`src/hw/rtl/zopc_pkg.sv`:
```
`default_nettype none
package zopc_pkg;
	localparam int PHASE_POINTS_DEF = 30;
	localparam int SMP_W = 18;
	localparam int SUM_W = 24;
	localparam int ANG_W = 16;
	localparam int XY_W = 27;
	localparam int Z_W = 18;
	localparam int ITERS = 15;
	localparam int IT_W = 4;
	localparam int PROD_W = XY_W + 17;
	localparam logic [15:0] INV_GAIN = 16'd39797;

	typedef struct packed {
		logic take;
		logic vec_load;
		logic step;
		logic rd;
		logic rot_load;
		logic mul;
		logic emit;
	} zopc_cmd_t;

	typedef struct packed {
		logic phase_ready;
		logic go_vec;
		logic sum_zero;
		logic iter_last;
		logic out_free;
		logic more;
	} zopc_stat_t;

	function automatic logic [Z_W-1:0] atan_lut(input logic [IT_W-1:0] i);
		logic [Z_W-1:0] r;
		case (i)
			4'd0: r = 18'd8192;
			4'd1: r = 18'd4836;
			4'd2: r = 18'd2555;
			4'd3: r = 18'd1297;
			4'd4: r = 18'd651;
			4'd5: r = 18'd326;
			4'd6: r = 18'd163;
			4'd7: r = 18'd81;
			4'd8: r = 18'd41;
			4'd9: r = 18'd20;
			4'd10: r = 18'd10;
			4'd11: r = 18'd5;
			4'd12: r = 18'd3;
			4'd13: r = 18'd1;
			4'd14: r = 18'd1;
			default: r = '0;
		endcase
		return r;
	endfunction
endpackage
`default_nettype wire

```
`src/hw/rtl/zopc_ctrl.sv`:
```
`default_nettype none
module zopc_ctrl import zopc_pkg::*; (
	input wire logic clk,
	input wire logic arst_n,
	input wire logic sample_valid,
	output logic sample_ready,
	input wire zopc_stat_t stat,
	output zopc_cmd_t cmd
);
	typedef enum logic [7:0] {
		ST_IDLE = 8'b0000_0001,
		ST_VEC_LOAD = 8'b0000_0010,
		ST_VEC_RUN = 8'b0000_0100,
		ST_RD = 8'b0000_1000,
		ST_ROT_LOAD = 8'b0001_0000,
		ST_ROT_RUN = 8'b0010_0000,
		ST_MUL = 8'b0100_0000,
		ST_EMIT = 8'b1000_0000
	} state_t;

	state_t state_q, state_d;

	always_ff @(posedge clk or negedge arst_n) begin
		if (!arst_n) state_q <= ST_IDLE;
		else state_q <= state_d;
	end

	always_comb begin
		cmd = '0;
		state_d = state_q;
		sample_ready = 1'b0;
		case (state_q)
			ST_IDLE: begin
				sample_ready = 1'b1;
				if (sample_valid) begin
					cmd.take = 1'b1;
					if (stat.phase_ready) state_d = ST_ROT_LOAD;
					else if (stat.go_vec) state_d = ST_VEC_LOAD;
				end
			end
			ST_VEC_LOAD: begin
				cmd.vec_load = 1'b1;
				state_d = stat.sum_zero ? ST_RD : ST_VEC_RUN;
			end
			ST_VEC_RUN: begin
				cmd.step = 1'b1;
				if (stat.iter_last) state_d = ST_RD;
			end
			ST_RD: begin
				cmd.rd = 1'b1;
				state_d = ST_ROT_LOAD;
			end
			ST_ROT_LOAD: begin
				cmd.rot_load = 1'b1;
				state_d = ST_ROT_RUN;
			end
			ST_ROT_RUN: begin
				cmd.step = 1'b1;
				if (stat.iter_last) state_d = ST_MUL;
			end
			ST_MUL: begin
				cmd.mul = 1'b1;
				state_d = ST_EMIT;
			end
			ST_EMIT: begin
				if (stat.out_free) begin
					cmd.emit = 1'b1;
					state_d = stat.more ? ST_RD : ST_IDLE;
				end
			end
			default: state_d = ST_IDLE;
		endcase
	end
endmodule
`default_nettype wire

```
`src/hw/rtl/zopc_dp.sv`:
```
`default_nettype none
module zopc_dp import zopc_pkg::*; #(
	parameter int PHASE_POINTS = PHASE_POINTS_DEF
) (
	input wire logic clk,
	input wire logic arst_n,
	input wire logic signed [SMP_W-1:0] sample_real,
	input wire logic signed [SMP_W-1:0] sample_imag,
	input wire logic last_sample,
	output logic signed [SMP_W-1:0] rotated_real,
	output logic signed [SMP_W-1:0] rotated_imag,
	output logic last_out,
	output logic result_valid,
	input wire logic result_ready,
	input wire zopc_cmd_t cmd,
	output zopc_stat_t stat
);
	localparam int CNT_W = $clog2(PHASE_POINTS + 1);
	localparam int AW = (PHASE_POINTS > 1) ? $clog2(PHASE_POINTS) : 1;
	localparam logic [CNT_W:0] PP = (CNT_W + 1)'(PHASE_POINTS);
	localparam logic signed [SUM_W-1:0] SUM_MAX = {1'b0, {(SUM_W-1){1'b1}}};
	localparam logic signed [SUM_W-1:0] SUM_MIN = {1'b1, {(SUM_W-1){1'b0}}};
	localparam logic signed [Z_W-1:0] QTR = 18'sd16384;
	localparam logic signed [Z_W-1:0] HALF = 18'sd32768;
	localparam logic signed [PROD_W-1:0] RND = PROD_W'(1) <<< 19;

	logic signed [SMP_W-1:0] mem_re [PHASE_POINTS];
	logic signed [SMP_W-1:0] mem_im [PHASE_POINTS];
	logic signed [SMP_W-1:0] rd_re_q, rd_im_q, smp_re_q, smp_im_q;
	logic signed [SUM_W-1:0] real_sum_q, imag_sum_q;
	logic [CNT_W-1:0] cnt_q;
	logic [AW-1:0] rd_q;
	logic [ANG_W-1:0] phase_q;
	logic phase_ready_q, last_q, flush_q, vec_q;
	logic signed [XY_W-1:0] x_q, y_q;
	logic signed [Z_W-1:0] z_q;
	logic [IT_W-1:0] iter_q;
	logic signed [PROD_W-1:0] px_q, py_q;
	logic signed [SMP_W-1:0] out_re_q, out_im_q;
	logic out_last_q, out_valid_q;

	function automatic logic signed [SUM_W-1:0] sat_add(
		input logic signed [SUM_W-1:0] a, input logic signed [SMP_W-1:0] b);
		logic signed [SUM_W:0] s;
		s = (SUM_W+1)'(a) + (SUM_W+1)'(b);
		if (s > (SUM_W+1)'(SUM_MAX)) return SUM_MAX;
		if (s < (SUM_W+1)'(SUM_MIN)) return SUM_MIN;
		return s[SUM_W-1:0];
	endfunction

	function automatic logic signed [SMP_W-1:0] finish(input logic signed [PROD_W-1:0] p);
		logic signed [PROD_W-1:0] r;
		r = (p + RND) >>> 20;
		if (r > PROD_W'(131071)) return 18'sh1FFFF;
		if (r < -PROD_W'(131072)) return 18'sh20000;
		return r[SMP_W-1:0];
	endfunction

	logic cw, more;
	logic signed [XY_W-1:0] xs, ys, vx0, vy0, rx0, ry0;
	logic signed [Z_W-1:0] at, rz0;
	logic signed [SMP_W-1:0] src_re, src_im;

	assign cw = vec_q ? (y_q > 0) : z_q[Z_W-1];
	assign xs = x_q >>> iter_q;
	assign ys = y_q >>> iter_q;
	assign at = atan_lut(iter_q);
	assign more = flush_q && ({1'b0, rd_q} + (AW+1)'(1) < (AW+1)'(cnt_q));

	always_comb begin
		vx0 = XY_W'(real_sum_q);
		vy0 = XY_W'(imag_sum_q);
		if (real_sum_q < 0) begin
			vx0 = -vx0;
			vy0 = -vy0;
		end
		src_re = flush_q ? rd_re_q : smp_re_q;
		src_im = flush_q ? rd_im_q : smp_im_q;
		rx0 = XY_W'(src_re) <<< 4;
		ry0 = XY_W'(src_im) <<< 4;
		rz0 = Z_W'($signed(-phase_q));
		if (rz0 > QTR) begin
			rx0 = -rx0;
			ry0 = -ry0;
			rz0 = rz0 - HALF;
		end else if (rz0 < -QTR) begin
			rx0 = -rx0;
			ry0 = -ry0;
			rz0 = rz0 + HALF;
		end
	end

	always_ff @(posedge clk) begin
		if (cmd.take && !phase_ready_q) begin
			mem_re[cnt_q[AW-1:0]] <= sample_real;
			mem_im[cnt_q[AW-1:0]] <= sample_imag;
		end
		if (cmd.rd) begin
			rd_re_q <= mem_re[rd_q];
			rd_im_q <= mem_im[rd_q];
		end
		if (cmd.take) begin
			smp_re_q <= sample_real;
			smp_im_q <= sample_imag;
		end
		if (cmd.vec_load) begin
			x_q <= vx0;
			y_q <= vy0;
			z_q <= (real_sum_q < 0) ? HALF : '0;
		end else if (cmd.rot_load) begin
			x_q <= rx0;
			y_q <= ry0;
			z_q <= rz0;
		end else if (cmd.step) begin
			if (cw) begin
				x_q <= x_q + ys;
				y_q <= y_q - xs;
				z_q <= z_q + at;
			end else begin
				x_q <= x_q - ys;
				y_q <= y_q + xs;
				z_q <= z_q - at;
			end
		end
		if (cmd.mul) begin
			px_q <= PROD_W'(x_q) * $signed({1'b0, INV_GAIN});
			py_q <= PROD_W'(y_q) * $signed({1'b0, INV_GAIN});
		end
		if (cmd.emit) begin
			out_re_q <= finish(px_q);
			out_im_q <= finish(py_q);
			out_last_q <= last_q && !more;
		end
	end

	always_ff @(posedge clk or negedge arst_n) begin
		if (!arst_n) begin
			real_sum_q <= '0;
			imag_sum_q <= '0;
			cnt_q <= '0;
			rd_q <= '0;
			phase_q <= '0;
			phase_ready_q <= 1'b0;
			last_q <= 1'b0;
			flush_q <= 1'b0;
			vec_q <= 1'b0;
			iter_q <= '0;
			out_valid_q <= 1'b0;
		end else begin
			if (cmd.take) begin
				last_q <= last_sample;
				if (!phase_ready_q) begin
					cnt_q <= cnt_q + CNT_W'(1);
					real_sum_q <= sat_add(real_sum_q, sample_real);
					imag_sum_q <= sat_add(imag_sum_q, sample_imag);
				end
			end
			if (cmd.vec_load) begin
				vec_q <= 1'b1;
				flush_q <= 1'b1;
				rd_q <= '0;
				if (real_sum_q == 0 && imag_sum_q == 0) phase_q <= '0;
			end
			if (cmd.rot_load) vec_q <= 1'b0;
			if (cmd.vec_load || cmd.rot_load) iter_q <= '0;
			else if (cmd.step) begin
				iter_q <= iter_q + IT_W'(1);
				if (vec_q && iter_q == IT_W'(ITERS - 1))
					phase_q <= cw ? ANG_W'(z_q + at) : ANG_W'(z_q - at);
			end
			if (cmd.emit) begin
				out_valid_q <= 1'b1;
				if (more) rd_q <= rd_q + AW'(1);
				else begin
					flush_q <= 1'b0;
					if (flush_q) phase_ready_q <= 1'b1;
					if (last_q) begin
						real_sum_q <= '0;
						imag_sum_q <= '0;
						cnt_q <= '0;
						phase_ready_q <= 1'b0;
					end
				end
			end else if (result_ready) out_valid_q <= 1'b0;
		end
	end

	assign stat.phase_ready = phase_ready_q;
	assign stat.go_vec = ((CNT_W+1)'(cnt_q) + (CNT_W+1)'(1) >= PP) || last_sample;
	assign stat.sum_zero = (real_sum_q == 0) && (imag_sum_q == 0);
	assign stat.iter_last = (iter_q == IT_W'(ITERS - 1));
	assign stat.out_free = !out_valid_q || result_ready;
	assign stat.more = more;

	assign rotated_real = out_re_q;
	assign rotated_imag = out_im_q;
	assign last_out = out_last_q;
	assign result_valid = out_valid_q;
endmodule
`default_nettype wire

```
`src/hw/rtl/zero_order_phase_correct.sv`:
```
// head samples: no result until the head completes, one transfer per cycle
// head flush: a load state plus 15 vectoring steps (the load alone when both sums are zero),
// then per held sample a read, a rotate load, 15 rotation steps, a multiply and an emit
// streaming: each sample after the head runs through the shared 15-step cordic unit
// an output register holds one result; the next sample is taken while it waits
// arst_n clears sums, head count, phase state and output valid; buffer needs no reset
`default_nettype none
module zero_order_phase_correct import zopc_pkg::*; #(
	parameter int PHASE_POINTS = PHASE_POINTS_DEF
) (
	input wire logic clk,
	input wire logic arst_n,
	input wire logic sample_valid,
	output logic sample_ready,
	input wire logic signed [SMP_W-1:0] sample_real,
	input wire logic signed [SMP_W-1:0] sample_imag,
	input wire logic last_sample,
	output logic result_valid,
	input wire logic result_ready,
	output logic signed [SMP_W-1:0] rotated_real,
	output logic signed [SMP_W-1:0] rotated_imag,
	output logic last_out
);
	zopc_cmd_t cmd;
	zopc_stat_t stat;

	zopc_ctrl u_ctrl (
		.clk(clk),
		.arst_n(arst_n),
		.sample_valid(sample_valid),
		.sample_ready(sample_ready),
		.stat(stat),
		.cmd(cmd)
	);

	zopc_dp #(.PHASE_POINTS(PHASE_POINTS)) u_dp (
		.clk(clk),
		.arst_n(arst_n),
		.sample_real(sample_real),
		.sample_imag(sample_imag),
		.last_sample(last_sample),
		.rotated_real(rotated_real),
		.rotated_imag(rotated_imag),
		.last_out(last_out),
		.result_valid(result_valid),
		.result_ready(result_ready),
		.cmd(cmd),
		.stat(stat)
	);
endmodule
`default_nettype wire

```
`config.mk`:
```
export PLATFORM = sky130hd
export DESIGN_NAME = zero_order_phase_correct
export DESIGN_NICKNAME = d
export VERILOG_FILES = /design/src/hw/rtl/zopc_pkg.sv /design/src/hw/rtl/zopc_ctrl.sv /design/src/hw/rtl/zopc_dp.sv /design/src/hw/rtl/zero_order_phase_correct.sv
export SDC_FILE = /design/constraint.sdc
export NUM_CORES = 2
export LEC_CHECK = 0
export BUFFER_PORTS_ARGS = -buffer_cell sky130_fd_sc_hd__buf_2
export CAP_MARGIN = 20
export CORE_MARGIN = 2
export CORE_UTILIZATION = 58
export CTS_CLUSTER_DIAMETER = 30
export DETAILED_ROUTE_END_ITERATION = 8
export PLACE_DENSITY = 0.72
export SLEW_MARGIN = 20
export SYNTH_ARGS = -nofsm -noshare
export SYNTH_HDL_FRONTEND = slang
export SYNTH_SLANG_ARGS = --single-unit
```
`constraint.sdc`:
```
create_clock -name clk -period 13.2 [get_ports clk]
set_clock_uncertainty 0.15 [all_clocks]
set_input_delay 2.64 -clock clk [delete_from_list [all_inputs] [get_ports clk]]
set_output_delay 2.64 -clock clk [all_outputs]
set_load 0.01 [all_outputs]
```
==> impl_metrics.ini <==
[outcome]
status = finished, final reports clean

[drt]
drt_iter0_drc = 5304
finalWirelength_mm = 233
num_vias = 54300
viasPerCell = 6.26
drcViolationCount = 0
first_pass_iters = 7
wl_per_cell_um = 26.9
ant_nets = 0

[global_route]
met3_usage_pct = 6.06
busiest_layer = met2
use_met1_pct = 40.1
grt_use_met2_pct = 52.7
grt_max_degree = 147
grt_pass1_vias = 55600
grt_pass1_wl_mm = 351
overflow = 0
grtUsageTotal_pct = 31.4
antenna_found_initial = 16

[logic_synthesis]
syn_area_per_cell_um2 = 13.5
synth-async-reset-ratio_pct = 6.49
ys.flop_type = edfxtp_1
synthCells = 6297
yosys_warnings = 0
synth.distinct_cells = 91
synth_edf_count = 1311
syn_area_mm2 = 0.0849
synth-seq-cells = 1402
ys_seq_area_share_pct = 49.0
synth_nets = 7306

[placed_design]
gp_congestion = 1.05
place_inst = 8155
dp_hpwl_mm = 145
io_buffers = 79

[clocking]
cts.sinks = 1402
clkTransAtPathRegs_ns = 0.04
post_cts_buffers = 0
clkLatencyLatePin_ns = 0.92
cts_made_buffers = 292
cts_resized = 0
cts-root-buf = clkbuf_16
cts_hold_buf = 0
cts_max_level = 5
cts_buffer_depth = 4
cts_tree = done

[timing]
timing.final.crit_share_pct = 55.9
whs_ns = 0.384
finalSetupViolCount = 0
tightestPinTransition_ns = 1.17
drv_slew = 0
rsz0062_at_grt = false
tns_ns = 0
fin_crit_ns = 7.38
finalHoldViolations = 0
max_freq_mhz = 135
slew_headroom_pct = 21.2

[cells_and_area]
final_cell_mix = edfxtp_1, inv_1, ha_1
fillCellCount = 10000
fin_nets = 7542
layout-drive-gt1-share_pct = 17.4
instances_no_fill = 8668
final_common_cell = edfxtp_1
syn_to_final_growth_pct = 14.7

[floorplan]
die_h_um = 387
rows = 140
die_area_mm2 = 0.149
initial_utilization_pct = 58.3
io_pins = 80
die_width_um = 387
core_region_area_mm2 = 0.146

[worst_hold_path]
hp-start = u_dp.last_q
holdPathStages = 1
holdCritPathClass = reg -> reg

[critical_path]
path_max_fanout = 14
cp-end-kind = flop
cp.required_ns = 13.66
crit_type = reg -> reg
cp.arrival_ns = 7.84
startpoint = u_dp.y_q[6]
r2r.worst_path.cells = 24
rr_startpoint = u_dp.y_q[6]
startpoint_type = flop

[run]
maxCapViolations = 0
-- worst paths after layout --
path                                       endpoint  slack, ns
worst max-delay path                  u_dp.py_q[39]       5.82
worst min-delay path                    u_dp.last_q       0.38
worst max register to register        u_dp.py_q[39]       5.82
worst min register to register          u_dp.last_q       0.38
max in group asynchronous              u_dp.flush_q      10.06
min in group asynchronous       u_dp.imag_sum_q[16]       1.70
-- cell usage after synthesis (45+ instances only) --
| cell | count | area share [%] |
|---|---|---|
| a21o_1 | 70 | 0.62 |
| a21oi_1 | 299 | 1.8 |
| clkbuf_1 | 157 | 0.69 |
| dfrtp_1 | 90 | 2.7 |
| edfxtp_1 | 1311 | 46 |
| fa_1 | 366 | 8.6 |
| ha_1 | 602 | 8.9 |
| inv_1 | 701 | 3.1 |
| mux2_2 | 117 | 1.6 |
| mux2i_1 | 91 | 1.1 |
| mux4_2 | 358 | 9.5 |
| nand2_1 | 285 | 1.3 |
| nand3_1 | 77 | 0.45 |
| nor2_1 | 300 | 1.3 |
| nor2b_1 | 49 | 0.36 |
| nor3_1 | 85 | 0.50 |
| o21a_1 | 45 | 0.40 |
| o21ai_0 | 278 | 1.6 |
| xnor2_1 | 198 | 2.0 |
| xor2_1 | 190 | 2.0 |
-- sequential cells by signal, indices dropped and copies added (netlist names), 24 cells and up --
signal	cells
u_dp.y_q	27
u_dp.mem_re	540
u_dp.x_q	27
u_dp.px_q	25
u_dp.py_q	25
u_dp.real_sum_q	24
u_dp.mem_im	540
u_dp.imag_sum_q	24
-- logic make-up (layout without fill, tap and decap cells) --
kind of cell    count (synthesis)  in the layout  synth area share, %
flops                        1402           1402                 49.0
simple gates                 1035           1035                 5.83
compound gates               1012           1012                 7.30
fa+ha+maj                     970            970                 17.5
buf+inv                       924           1373                 4.19
mux                           566            566                 12.1
xor+xnor                      388            388                 4.00
other cells                     0              5                    0
-- metal layers --
layer	vias up	part of all wire [%]
li1	23700	-
met1	27400	38
met2	2537	49
met3	599	8.1
met4	16	4.2
met5	-	0.042
-- per-stage QoR --
step / setup slack [ns] / utilization (%) / instance area, µm²
after detailed placement: 5.75 / 60.3 / 87800
after global routing: 5.47 / 66.9 / 97400
final: 5.82 / 66.9 / 97400
after floorplan: 6.66 / - / 84900
after global placement: 5.84 / 60.3 / 87800
after CTS: 5.78 / 66.9 / 97300
-- layout make-up --
type                       instances  area [µm²]  share of cell area, %
sequential                      1402       41700                   42.8
tap                             1917        2400                   2.46
multi-input combinational       3971       40000                   41.1
clock buffer                     330        7600                   7.80
timing repair buffer             161        1060                   1.09
inverter                         705        2650                   2.72
antenna                            5        12.5                 0.0129
clock inverter                   177        1960                   2.01
-- critical path, cell delays in order (launching register included) --
cell and delay, ns:
edfxtp_1 0.85, inv_1 0.10, ha_1 0.39, xor2_1 0.17, ha_1 0.31, inv_1 0.08
fa_1 0.44, fa_1 0.55, inv_1 0.05, fa_1 0.47, inv_1 0.05, fa_1 0.47
inv_1 0.04, ha_1 0.28, a211oi_1 0.27, nand2_1 0.08, a2111oi_0 0.67, buf_4 0.26
o31ai_1 0.15, and2_1 0.21, or2_2 0.33, o311a_1 0.31, o21a_1 0.19, o21ai_0 0.16
a21oi_1 0.08
Power is left out: the tool's default activity adds up to more than one toggle a clock period on the data nets, which glitch-free logic cannot reach.
